`src/hw/rtl/ffba_pkg.sv`:
```
// ----------------------------------------------------------------------------
// ffba_pkg
// Shared types, codes and defaults for the first-fit block allocator.
// ----------------------------------------------------------------------------
package ffba_pkg;

	localparam int MAX_BLOCKS_DEF = 16;
	localparam int SIZE_BITS_DEF  = 16;

	localparam int OP_W     = 2;
	localparam int IDX_W    = 4;
	localparam int FIELD_W  = 16;
	localparam int STATUS_W = 2;
	localparam int COUNT_W  = 5;

	localparam logic [OP_W-1:0] OP_LOAD  = 2'd0;
	localparam logic [OP_W-1:0] OP_ALLOC = 2'd1;
	localparam logic [OP_W-1:0] OP_READ  = 2'd2;

	localparam logic [STATUS_W-1:0] ST_OK    = 2'd0;
	localparam logic [STATUS_W-1:0] ST_NOFIT = 2'd1;
	localparam logic [STATUS_W-1:0] ST_RANGE = 2'd2;

	localparam logic [COUNT_W-1:0] BLOCK_COUNT_RST = 5'd16;

	typedef struct packed {
		logic [OP_W-1:0]    operation;
		logic [IDX_W-1:0]   block_index;
		logic [FIELD_W-1:0] size_value;
	} req_t;

	typedef struct packed {
		logic [STATUS_W-1:0] status;
		logic [IDX_W-1:0]    chosen_block;
		logic [FIELD_W-1:0]  free_left;
		logic [FIELD_W-1:0]  initial_size;
	} rsp_t;

endpackage

```
`src/hw/rtl/first_fit_block_allocator.sv`:
```
// ----------------------------------------------------------------------------
// first_fit_block_allocator
// First-fit allocator over a table of blocks held in one RAM (loaded size and
// free space per entry); configurable count of blocks in use.
// ----------------------------------------------------------------------------
// Path (accept to out_valid): load, out-of-range and empty-table allocate go
//   to DONE at once, read via RDWAIT, allocate scans until a fit or n blocks.
// Requests: one at a time, taken again the cycle after the result moves to
//   the output register.
// Reset: arst_n clears control, sets block_count to 16, then a clearing pass
//   zeroes the table before the first request is taken.
module first_fit_block_allocator #(
	parameter int MAX_BLOCKS = ffba_pkg::MAX_BLOCKS_DEF,
	parameter int SIZE_BITS  = ffba_pkg::SIZE_BITS_DEF
) (
	input  logic                          clk,
	input  logic                          arst_n,
	input  logic                          cfg_valid,
	output logic                          cfg_ready,
	input  logic [ffba_pkg::COUNT_W-1:0]  cfg_data,
	input  logic                          in_valid,
	output logic                          in_ready,
	input  ffba_pkg::req_t                in_data,
	output logic                          out_valid,
	input  logic                          out_ready,
	output ffba_pkg::rsp_t                out_data
);

	localparam int AW = (MAX_BLOCKS > 1) ? $clog2(MAX_BLOCKS) : 1;
	localparam int DW = 2 * SIZE_BITS;

	logic [ffba_pkg::COUNT_W-1:0] block_count_q;
	logic                         out_valid_q;
	ffba_pkg::rsp_t               out_data_q;

	logic                         rsp_free, done;
	ffba_pkg::rsp_t               rsp;
	logic                         ram_we;
	logic [AW-1:0]                ram_waddr, ram_raddr;
	logic [DW-1:0]                ram_wdata, ram_rdata;

	assign cfg_ready = 1'b1;

	always_ff @(posedge clk or negedge arst_n) begin
		if (!arst_n) begin
			block_count_q <= ffba_pkg::BLOCK_COUNT_RST;
		end else if (cfg_valid) begin
			block_count_q <= cfg_data;
		end
	end

	assign rsp_free = !out_valid_q || out_ready;

	always_ff @(posedge clk or negedge arst_n) begin
		if (!arst_n) begin
			out_valid_q <= 1'b0;
		end else if (rsp_free) begin
			out_valid_q <= done;
		end
	end

	always_ff @(posedge clk) begin
		if (rsp_free && done) begin
			out_data_q <= rsp;
		end
	end

	assign out_valid = out_valid_q;
	assign out_data  = out_data_q;

	ffba_seq #(
		.MAX_BLOCKS (MAX_BLOCKS),
		.SIZE_BITS  (SIZE_BITS)
	) u_seq (
		.clk         (clk),
		.arst_n      (arst_n),
		.in_valid    (in_valid),
		.in_ready    (in_ready),
		.in_data     (in_data),
		.block_count (block_count_q),
		.rsp_free    (rsp_free),
		.done        (done),
		.rsp         (rsp),
		.ram_we      (ram_we),
		.ram_waddr   (ram_waddr),
		.ram_wdata   (ram_wdata),
		.ram_raddr   (ram_raddr),
		.ram_rdata   (ram_rdata)
	);

	ffba_ram #(
		.WIDTH (DW),
		.DEPTH (MAX_BLOCKS)
	) u_table (
		.clk   (clk),
		.we    (ram_we),
		.waddr (ram_waddr),
		.wdata (ram_wdata),
		.raddr (ram_raddr),
		.rdata (ram_rdata)
	);

endmodule

```
`src/hw/rtl/ffba_ram.sv`:
```
// ----------------------------------------------------------------------------
// ffba_ram
// Generic simple dual-port RAM: one write port, one read port, registered read.
// ----------------------------------------------------------------------------
module ffba_ram #(
	parameter int WIDTH = 32,
	parameter int DEPTH = 16,
	localparam int AW = (DEPTH > 1) ? $clog2(DEPTH) : 1
) (
	input  logic             clk,
	input  logic             we,
	input  logic [AW-1:0]    waddr,
	input  logic [WIDTH-1:0] wdata,
	input  logic [AW-1:0]    raddr,
	output logic [WIDTH-1:0] rdata
);

	logic [WIDTH-1:0] mem_q [DEPTH];
	logic [WIDTH-1:0] rdata_q;

	always_ff @(posedge clk) begin
		if (we) begin
			mem_q[waddr] <= wdata;
		end
		rdata_q <= mem_q[raddr];
	end

	assign rdata = rdata_q;

endmodule

```
`src/hw/rtl/ffba_seq.sv`:
```
// ----------------------------------------------------------------------------
// ffba_seq
// Sequencer for the allocator: clearing pass, load/read, and the first-fit
// scan through one shared compare/subtract unit, one table entry per cycle.
// ----------------------------------------------------------------------------
module ffba_seq #(
	parameter int MAX_BLOCKS = ffba_pkg::MAX_BLOCKS_DEF,
	parameter int SIZE_BITS  = ffba_pkg::SIZE_BITS_DEF,
	localparam int AW = (MAX_BLOCKS > 1) ? $clog2(MAX_BLOCKS) : 1,
	localparam int CW = ($clog2(MAX_BLOCKS + 1) > ffba_pkg::COUNT_W) ?
		$clog2(MAX_BLOCKS + 1) : ffba_pkg::COUNT_W,
	localparam int DW = 2 * SIZE_BITS
) (
	input  logic                                 clk,
	input  logic                                 arst_n,
	input  logic                                 in_valid,
	output logic                                 in_ready,
	input  ffba_pkg::req_t                       in_data,
	input  logic [ffba_pkg::COUNT_W-1:0]         block_count,
	input  logic                                 rsp_free,
	output logic                                 done,
	output ffba_pkg::rsp_t                       rsp,
	output logic                                 ram_we,
	output logic [AW-1:0]                        ram_waddr,
	output logic [DW-1:0]                        ram_wdata,
	output logic [AW-1:0]                        ram_raddr,
	input  logic [DW-1:0]                        ram_rdata
);

	localparam logic [2:0] S_CLEAR  = 3'd0;
	localparam logic [2:0] S_IDLE   = 3'd1;
	localparam logic [2:0] S_SCAN   = 3'd2;
	localparam logic [2:0] S_RDWAIT = 3'd3;
	localparam logic [2:0] S_DONE   = 3'd4;

	localparam logic [AW-1:0] LAST_ADDR = AW'(MAX_BLOCKS - 1);
	localparam logic [CW-1:0] MAX_CNT   = CW'(MAX_BLOCKS);

	logic [2:0]                        state_q, state_d;
	logic [AW-1:0]                     cnt_q, cnt_d;
	logic [ffba_pkg::IDX_W-1:0]        idx_q;
	logic [SIZE_BITS-1:0]              sz_q;
	logic [CW-1:0]                     n_q;
	ffba_pkg::rsp_t                    res_q, res_d;

	logic [CW-1:0]                     bc_ext, n_in, idx_ext;
	logic [AW-1:0]                     idx_addr;
	logic [SIZE_BITS-1:0]              sz_in;
	logic [SIZE_BITS-1:0]              rd_free, rd_init, diff;
	logic                              fit, accept;

	assign bc_ext   = CW'(block_count);
	assign n_in     = (bc_ext > MAX_CNT) ? MAX_CNT : bc_ext;
	assign idx_ext  = CW'(in_data.block_index);
	assign idx_addr = AW'(in_data.block_index);
	assign sz_in    = SIZE_BITS'(in_data.size_value);

	assign rd_init = ram_rdata[DW-1:SIZE_BITS];
	assign rd_free = ram_rdata[SIZE_BITS-1:0];

	// shared compare/subtract unit
	assign fit  = rd_free >= sz_q;
	assign diff = rd_free - sz_q;

	assign in_ready = (state_q == S_IDLE);
	assign accept   = in_valid && in_ready;
	assign done     = (state_q == S_DONE);
	assign rsp      = res_q;

	always_comb begin
		state_d   = state_q;
		cnt_d     = cnt_q;
		res_d     = res_q;
		ram_we    = 1'b0;
		ram_waddr = cnt_q;
		ram_wdata = '0;
		ram_raddr = cnt_q + AW'(1);
		case (state_q)
			S_CLEAR: begin
				ram_we = 1'b1;
				cnt_d  = cnt_q + AW'(1);
				if (cnt_q == LAST_ADDR) begin
					cnt_d   = '0;
					state_d = S_IDLE;
				end
			end
			S_IDLE: begin
				ram_raddr = (in_data.operation == ffba_pkg::OP_ALLOC) ? '0 : idx_addr;
				if (in_valid) begin
					cnt_d = '0;
					if (in_data.operation == ffba_pkg::OP_ALLOC) begin
						if (n_in == '0) begin
							res_d   = '{ffba_pkg::ST_NOFIT, '0, '0, '0};
							state_d = S_DONE;
						end else begin
							state_d = S_SCAN;
						end
					end else if (idx_ext >= n_in) begin
						res_d   = '{ffba_pkg::ST_RANGE, in_data.block_index, '0, '0};
						state_d = S_DONE;
					end else if (in_data.operation == ffba_pkg::OP_LOAD) begin
						ram_we    = 1'b1;
						ram_waddr = idx_addr;
						ram_wdata = {sz_in, sz_in};
						res_d     = '{ffba_pkg::ST_OK, in_data.block_index,
							ffba_pkg::FIELD_W'(sz_in), ffba_pkg::FIELD_W'(sz_in)};
						state_d   = S_DONE;
					end else begin
						state_d = S_RDWAIT;
					end
				end
			end
			S_SCAN: begin
				if (fit) begin
					ram_we    = 1'b1;
					ram_waddr = cnt_q;
					ram_wdata = {rd_init, diff};
					res_d     = '{ffba_pkg::ST_OK, ffba_pkg::IDX_W'(cnt_q),
						ffba_pkg::FIELD_W'(diff), ffba_pkg::FIELD_W'(rd_init)};
					state_d   = S_DONE;
				end else if (CW'(cnt_q) + CW'(1) == n_q) begin
					res_d   = '{ffba_pkg::ST_NOFIT, '0, '0, '0};
					state_d = S_DONE;
				end else begin
					// advance; next entry is already being read
					cnt_d = cnt_q + AW'(1);
				end
			end
			S_RDWAIT: begin
				res_d   = '{ffba_pkg::ST_OK, idx_q,
					ffba_pkg::FIELD_W'(rd_free), ffba_pkg::FIELD_W'(rd_init)};
				state_d = S_DONE;
			end
			S_DONE: begin
				// hold until the output register can take the result
				if (rsp_free) begin
					state_d = S_IDLE;
				end
			end
			default: begin
				state_d = S_IDLE;
			end
		endcase
	end

	always_ff @(posedge clk or negedge arst_n) begin
		if (!arst_n) begin
			state_q <= S_CLEAR;
			cnt_q   <= '0;
		end else begin
			state_q <= state_d;
			cnt_q   <= cnt_d;
		end
	end

	always_ff @(posedge clk) begin
		res_q <= res_d;
		if (accept) begin
			idx_q <= in_data.block_index;
			sz_q  <= sz_in;
			n_q   <= n_in;
		end
	end

`ifndef SYNTHESIS
	a_scan_in_range: assert property (@(posedge clk) disable iff (!arst_n)
		(state_q == S_SCAN) |-> (CW'(cnt_q) < n_q))
		else $error("scan index beyond block count");

	a_busy_after_accept: assert property (@(posedge clk) disable iff (!arst_n)
		accept |=> !in_ready)
		else $error("request taken while previous one still in work");

	a_write_only_on_fit: assert property (@(posedge clk) disable iff (!arst_n)
		(ram_we && state_q == S_SCAN) |-> (rd_free >= sz_q))
		else $error("allocation write without a fitting block");

	a_done_holds: assert property (@(posedge clk) disable iff (!arst_n)
		(done && !rsp_free) |=> (done && $stable(res_q)))
		else $error("result dropped while output register busy");
`endif

endmodule
```
`config.mk`:
```
export PLATFORM = sky130hd
export DESIGN_NAME = first_fit_block_allocator
export DESIGN_NICKNAME = d
export VERILOG_FILES = /design/src/hw/rtl/ffba_pkg.sv /design/src/hw/rtl/first_fit_block_allocator.sv /design/src/hw/rtl/ffba_ram.sv /design/src/hw/rtl/ffba_seq.sv
export SDC_FILE = /design/constraint.sdc
export NUM_CORES = 1
export LEC_CHECK = 0
export CELL_PAD_IN_SITES_DETAIL_PLACEMENT = 0
export CELL_PAD_IN_SITES_GLOBAL_PLACEMENT = 1
export CORE_MARGIN = 5
export CORE_UTILIZATION = 40
export CTS_CLUSTER_SIZE = 24
export DETAILED_ROUTE_END_ITERATION = 10
export DONT_BUFFER_PORTS = 1
export PLACE_DENSITY = 0.7
export SLEW_MARGIN = 20
export SYNTH_ARGS = -nofsm -noshare
export SYNTH_HDL_FRONTEND = slang
export SYNTH_SLANG_ARGS = --single-unit
```
`constraint.sdc`:
```
create_clock -name clk -period 12.4 [get_ports clk]
set_input_delay 1.24 -clock clk [delete_from_list [all_inputs] [get_ports clk]]
set_output_delay 1.24 -clock clk [all_outputs]
set_load 0.02 [all_outputs]
```
== After elaboration in Yosys (flattened, before gate mapping) ==
Memories as Yosys holds them, arrays and structs flattened. A register that Yosys moved wholly into a read port is not among the register bits.
Cells that the tools add are included.

* Output and inout bits: 41
* Bits of input ports: 32
* Bits in registers: 114
* Memories kept: 1
* RAM bits: 512
* Word-level logic and storage cells: 94

* Magnitude comparators: 3
* Reduce and logical (&&, ||, !) cells: 12
* Muxes and demuxes: 45
* Add/sub/neg operators: 3
* Equal/unequal tests: 15

{| class="wikitable"
|+ Memories
! name !! words !! width !! rd ports !! clocked after memory_dff !! wr ports !! RTL line !! text
|-
| u_table.mem_q || 16 || 32 || 1 || 1 || 1 || ffba_ram.sv:18 || <nowiki>logic [WIDTH-1:0] mem_q [DEPTH];</nowiki>
|}

{| class="wikitable"
|+ Operators with widths
! operator !! count
|-
| $mux 38 || 7
|-
| $mux 32 || 5
|-
| $pmux 38 s3 || 1
|-
| $pmux 32 s2 || 1
|-
| $mux 4 || 11
|-
| $mux 3 || 9
|-
| $ge 16x16->1 || 1
|-
| $sub 16x16->16 || 1
|-
| $pmux 3 s5 || 1
|-
| $pmux 4 s3 || 1
|-
| $ne 2x2->1 const B || 4
|-
| $reduce_and 4->1 || 2
|-
| $mux 1 || 7
|-
| $eq 3x2->1 const B || 2
|-
| $reduce_bool 3->1 || 2
|-
| $add 4x1->5 const B || 1
|-
| $eq 5x5->1 || 1
|-
| $ge 4x5->1 || 1
|-
| $gt 5x5->1 const B || 1
|-
| $logic_not 5->1 || 1
|-
| $mux 5 || 1
|-
| $reduce_and 5->1 || 1
|-
| $add 4x1->4 const B || 1
|-
| $eq 4x4->1 const B || 1
|-
| 13 further kinds || 14
|}

== Logic depth before layout (Yosys ltp) ==
* Depth in word-level cells: 9
* Depth in mapped cells: 11
* Depth with buffers taken out: 10

== Hierarchy ==
From an unflattened synthesis, not the netlist that was laid out.

* Cell total of the unflattened synthesis: 1308
* Area total of the unflattened synthesis: 25724.7 um^2

{| class="wikitable"
|+ By module, submodules not included
! module !! area each (um^2) !! cells each !! seq. area each (um^2) !! times used
|-
| ffba_ram || 19835.3 || 838 || 16015.4 || 1
|-
| ffba_seq || 4510.6 || 416 || 2067.0 || 1
|-
| first_fit_block_allocator || 1378.8 || 54 || 1292.5 || 1
|}

== Worst setup path before layout ==
OpenSTA, ideal clock, no wires.

* Path kind: input to register
* Start point: input port in_data[16] (netlist name)
* End point: memory u_table.mem_q[12][0] (enable)
* Required time: 11.968 ns
* Stages: 8
* Library setup time: 0.432 ns
* Slack: 7.165 ns
* Arrival: 4.803 ns
* Path buffers: 0
* Cells stage by stage: inv_1 ha_1 nand2b_1 a211o_1 a31o_1 a2111oi_4 mux2_2 a21oi_1

* Longest elaborated chain between the ends: 7
* Elaborated cells on any way between the ends: 12
* Classes of those cells: order compare: 1; mux: 11

{| class="wikitable"
|+ RTL lines
! what !! RTL line !! text
|-
| from (decl) || first_fit_block_allocator.sv:23 || <nowiki>input ffba_pkg::req_t in_data,</nowiki>
|-
| $ge 4x5->1 || ffba_seq.sv:98 || <nowiki>end else if (idx_ext >= n_in) begin</nowiki>
|-
| $mux 1 || ffba_seq.sv:98 ||
|-
| $mux 1 || ffba_seq.sv:91 || <nowiki>if (in_data.operation == ffba_pkg::OP_ALLOC) begin</nowiki>
|-
| $mux 1 || ffba_seq.sv:89 || <nowiki>if (in_valid) begin</nowiki>
|-
| $pmux 1 s3 || ffba_seq.sv:78 || <nowiki>case (state_q)</nowiki>
|-
| $mux 1 || ffba_ram.sv:22 || <nowiki>if (we) begin</nowiki>
|-
| $mux 1 (implied by the code) || ffba_ram.sv:23 || <nowiki>mem_q[waddr] <= wdata;</nowiki>
|-
| to (decl) || ffba_ram.sv:18 ||
|}

Parallel ways exist; a longest one is shown, timed or not.

== Final worst setup path ==
* Start point: register u_seq.state_q[0]
* End point: register u_table.rdata_q[19] (netlist: u_table.rdata[19]), read port of u_table.mem_q

* Longest elaborated chain between the ends: 2

{| class="wikitable"
|+ RTL lines
! what !! RTL line !! text
|-
| from (decl) || ffba_seq.sv:39 || <nowiki>logic [2:0] state_q, state_d;</nowiki>
|-
| from (signal assigned) || ffba_seq.sv:151 || <nowiki>state_q <= state_d;</nowiki>
|-
| $eq 3x1->1 || - ||
|-
| via in_ready || first_fit_block_allocator.sv:22 || <nowiki>output logic in_ready,</nowiki>
|-
| $mux 4 || ffba_seq.sv:78 ||
|-
| to (decl) || ffba_ram.sv:19 || <nowiki>logic [WIDTH-1:0] rdata_q;</nowiki>
|}

The timed path passes the listed nets, and every way through them passes these cells.
A chain may end at the register's enable or synchronous reset.

==> impl_metrics.json <==
{
  "grt.total_usage_pct": 17.5,
  "cts.clk_slew.worst_paths_ns": 0.06,
  "synth_area_per_cell_um2": 19.5,
  "synth_commonest_cells": "613 x edfxtp_1, 128 x mux4_2, 102 x mux2i_1",
  "yosysMostFrequentCell": "edfxtp_1",
  "switching_share_pct": 32.3,
  "cp_cell_sequence": "nor3b_4, nand3_1, o21ai_4, buf_4, buf_4, mux4_2, mux2i_1, mux2i_1",
  "crit_arrival_ns": 5.17,
  "min_period_ns": 4.73,
  "viasPerCell": 5.68,
  "die_x_um": 266,
  "netlist.area_leader.share_pct": 70.3,
  "synth-xor-area-share_pct": 0.602,
  "synth_ff_type": "edfxtp_1",
  "ys_seq_area_share_pct": 74.0,
  "p_per_area_mw_per_mm2": 264,
  "synth_compound_area_share_pct": 4.88,
  "grt_pass1_vias": 13300,
  "relSlewSlack_pct": 27.2,
  "peakVddDrop_v": 0.000164,
  "ctsHoldBuffers": 0,
  "initial_core_util_pct": 40.5,
  "fmax_mhz": 211,
  "synth_top_area_cell": "edfxtp_1",
  "setup_viol": 0,
  "post-route-period-util_pct": 38.2,
  "die_h_um": 266,
  "muxShareOfSynthArea_pct": 15.1,
  "p_switching_mw": 2.53,
  "yosys_warnings": 0,
  "h-tree-depth": 3,
  "hp-class": "in2async",
  "io_buffers": 0,
  "fin_skew_ns": 0.0208,
  "ys_ff_latch": 658,
  "required_ns": 12.83,
  "drc": 0,
  "synthAdderAreaFrac_pct": 1.08,
  "synthSimpleGateAreaFrac_pct": 2.38,
  "synth_top_family_by_area": "multiplexers",
  "gp_congestion": 0.837,
  "synthArstFlopShare_pct": 1.98,
  "critPathCaptureType": "register",
  "slowest_delay_ns": 0.88,
  "drv_cap": 0,
  "critPathTopFamily": "buffers and inverters",
  "crit_buf_inv": 2,
  "postCtsSetupRepairBufs": 0,
  "pwr-share-seq_pct": 40.1,
  "status": "completed",
  "ctsRootBufferMaster": "clkbuf_16",
  "combPwrFrac_pct": 34.0,
  "coreArea_mm2": 0.0647,
  "cp_max_fo": 44,
  "report.final.slew_viol_count": 0,
  "syn-cell-area_mm2": 0.0262,
  "synth_area_leaders": "edfxtp_1 70%, mux4_2 11%, mux2i_1 3.9%, dfxtp_1 2.4%, a22o_1 1.2%",
  "synth_edf_count": 613,
  "grt_max_degree": 129,
  "top_level_ports": 73,
  "nNetsFinal": 1442,
  "clkSinkCount": 658,
  "wl_per_cell_um": 27.2,
  "clockBufferDepth": 3,
  "rows": 93,
  "pwr-share-clk_pct": 25.9,
  "num_vias": 13100,
  "cts_tree": "yes",
  "worstMarginPinSlew_ns": 1.09,
  "rrSetupSlack_ns": 7.67,
  "yosysUniqueCellTypes": 70,
  "dieArea_mm2": 0.0707,
  "syn_inst": 1343,
  "place_ws_ns": 7.17,
  "p_leak_nw": 9.90,
  "drive_above_1_share_pct": 21.0,
  "cp-start-kind": "register",
  "crit_path_top_delay_cell": "nor3b_4",
  "route.final.wire_length_um": 62400,
  "synthesis.nets": 1397,
  "grt-ovfl-total": 0,
  "critical_path_class": "reg2reg",
  "setup_ws_ns": 7.67,
  "cts_resized": 0,
  "drtPass1Iterations": 5,
  "final.setup.tns_ns": 0,
  "ant_nets": 0,
  "hold_viol": 0,
  "antenna_found_initial": 0,
  "clock_latency_ns": 0.59,
  "first_iter_violations": 1175,
  "intPower_mw": 5.32,
  "area_growth_pct": 13.3,
  "grt_pass1_wl_um": 91300,
  "rsz0062_at_grt": "false",
  "hpwl_um": 35300,
  "cts_buffers": 67
}
## layout by cell type (no fill, tap or decap), types with 10 or more instances in the layout
master and n:
mux2i_1 101, xor2_1 10, inv_1 37, a21o_1 15
ha_1 21, clkbuf_1 22, buf_4 38, nand3_1 15
o21ai_0 35, clkbuf_16 70, mux4_2 128, dfrtp_1 12
nand2_1 44, a22o_1 36, a21oi_1 18, edfxtp_1 613
nor2_1 29, a21oi_4 18, dfxtp_1 32
## metal layers
metal  track usage, %  part of all wire [%]  vias up  wire length [µm]
met2             29.1                    49      489             30800
met5                0                     0        -                 0
li1                 -                     -     5577                 -
met3             3.50                   6.8      104              4270
met4             5.51                   2.8        0              1730
met1             23.5                    41     6881             25600
## stage by stage
| step | hold WS, ns | std cells | util, % | cell area (µm²) | power, mW |
|---|---|---|---|---|---|
| after floorplan | 0.400 | 1343 | - | 26200 | 5.12 |
| after global placement | 0.403 | 2174 | 42.5 | 27500 | 5.85 |
| after detailed placement | 0.405 | 2174 | 42.5 | 27500 | 5.89 |
| after CTS | 0.318 | 2295 | 45.9 | 29700 | 7.93 |
| after global routing | 0.330 | 2295 | 45.9 | 29700 | 8.23 |
| final | 0.354 | 2296 | 45.9 | 29700 | 7.85 |
## cell type report
class	count	area, µm²
antenna	1	2.50
inverter	39	146
fill	5432	35000
tap	855	1070
clock inverter	22	294
clock buffer	99	1930
sequential	658	19400
multi-input combinational	583	6570
timing repair buffer	39	305
## power by group through the flow
stage / combinational (mW) / clock [mW] / sequential, mW
after floorplan: 2.01 / 0 / 3.11
after global placement: 2.66 / 0 / 3.18
after detailed placement: 2.69 / 0 / 3.20
after CTS: 2.70 / 2.08 / 3.15
after global routing: 2.88 / 2.17 / 3.18
final: 2.67 / 2.03 / 3.15
## worst register-to-register path, delay by kind of cell, from the launching register on
kind / cells / cell delay (ns)
buffers and inverters: 2 / 1.55
AO/OA/AOI/OAI: 1 / 0.11
multiplexers: 3 / 1.02
AND/OR/NAND/NOR: 2 / 1.15
flip-flops: 1 / 0.76
## cell families (layout without fill, tap and decap cells)
logic type               after synthesis  count (layout)
XOR/XNOR                              18              18
other                                  1               2
flip-flops                           658             658
adder cells (fa/ha/maj)               22              22
multiplexers                         235             235
AND/OR/NAND/NOR                      127             127
AO/OA/AOI/OAI                        180             180
buffers and inverters                102             199
## sequential cells by signal (all words and copies together), names as in the netlist
register and count:
block_count_q 5, u_seq.cnt_q 4, u_table.rdata 32, u_seq.n_q 5
u_seq.idx_q 4, out_valid 1, u_seq.state_q 3, out_data 38
u_table.mem_q 512, u_seq.rsp 38, u_seq.sz_q 16
## final timing paths
path / depth (start not counted) / startpoint / endpoint
worst max-delay path: 8 / u_seq.state_q[0]$_DFFE_PN0P_ / u_table.rdata[19]$_DFF_P_
worst min-delay path: 0 / arst_n / block_count_q[2]$_DFFE_PN0P_
worst max register to register: 8 / u_seq.state_q[0]$_DFFE_PN0P_ / u_table.rdata[19]$_DFF_P_
worst min register to register: 0 / u_seq.rsp[18]$_DFFE_PP_ / out_data[18]$_DFFE_PP_
max in group asynchronous: 0 / arst_n / block_count_q[4]$_DFFE_PN1P_
min in group clk: 0 / u_seq.rsp[18]$_DFFE_PP_ / out_data[18]$_DFFE_PP_
(Power assumes the default switching activity.)
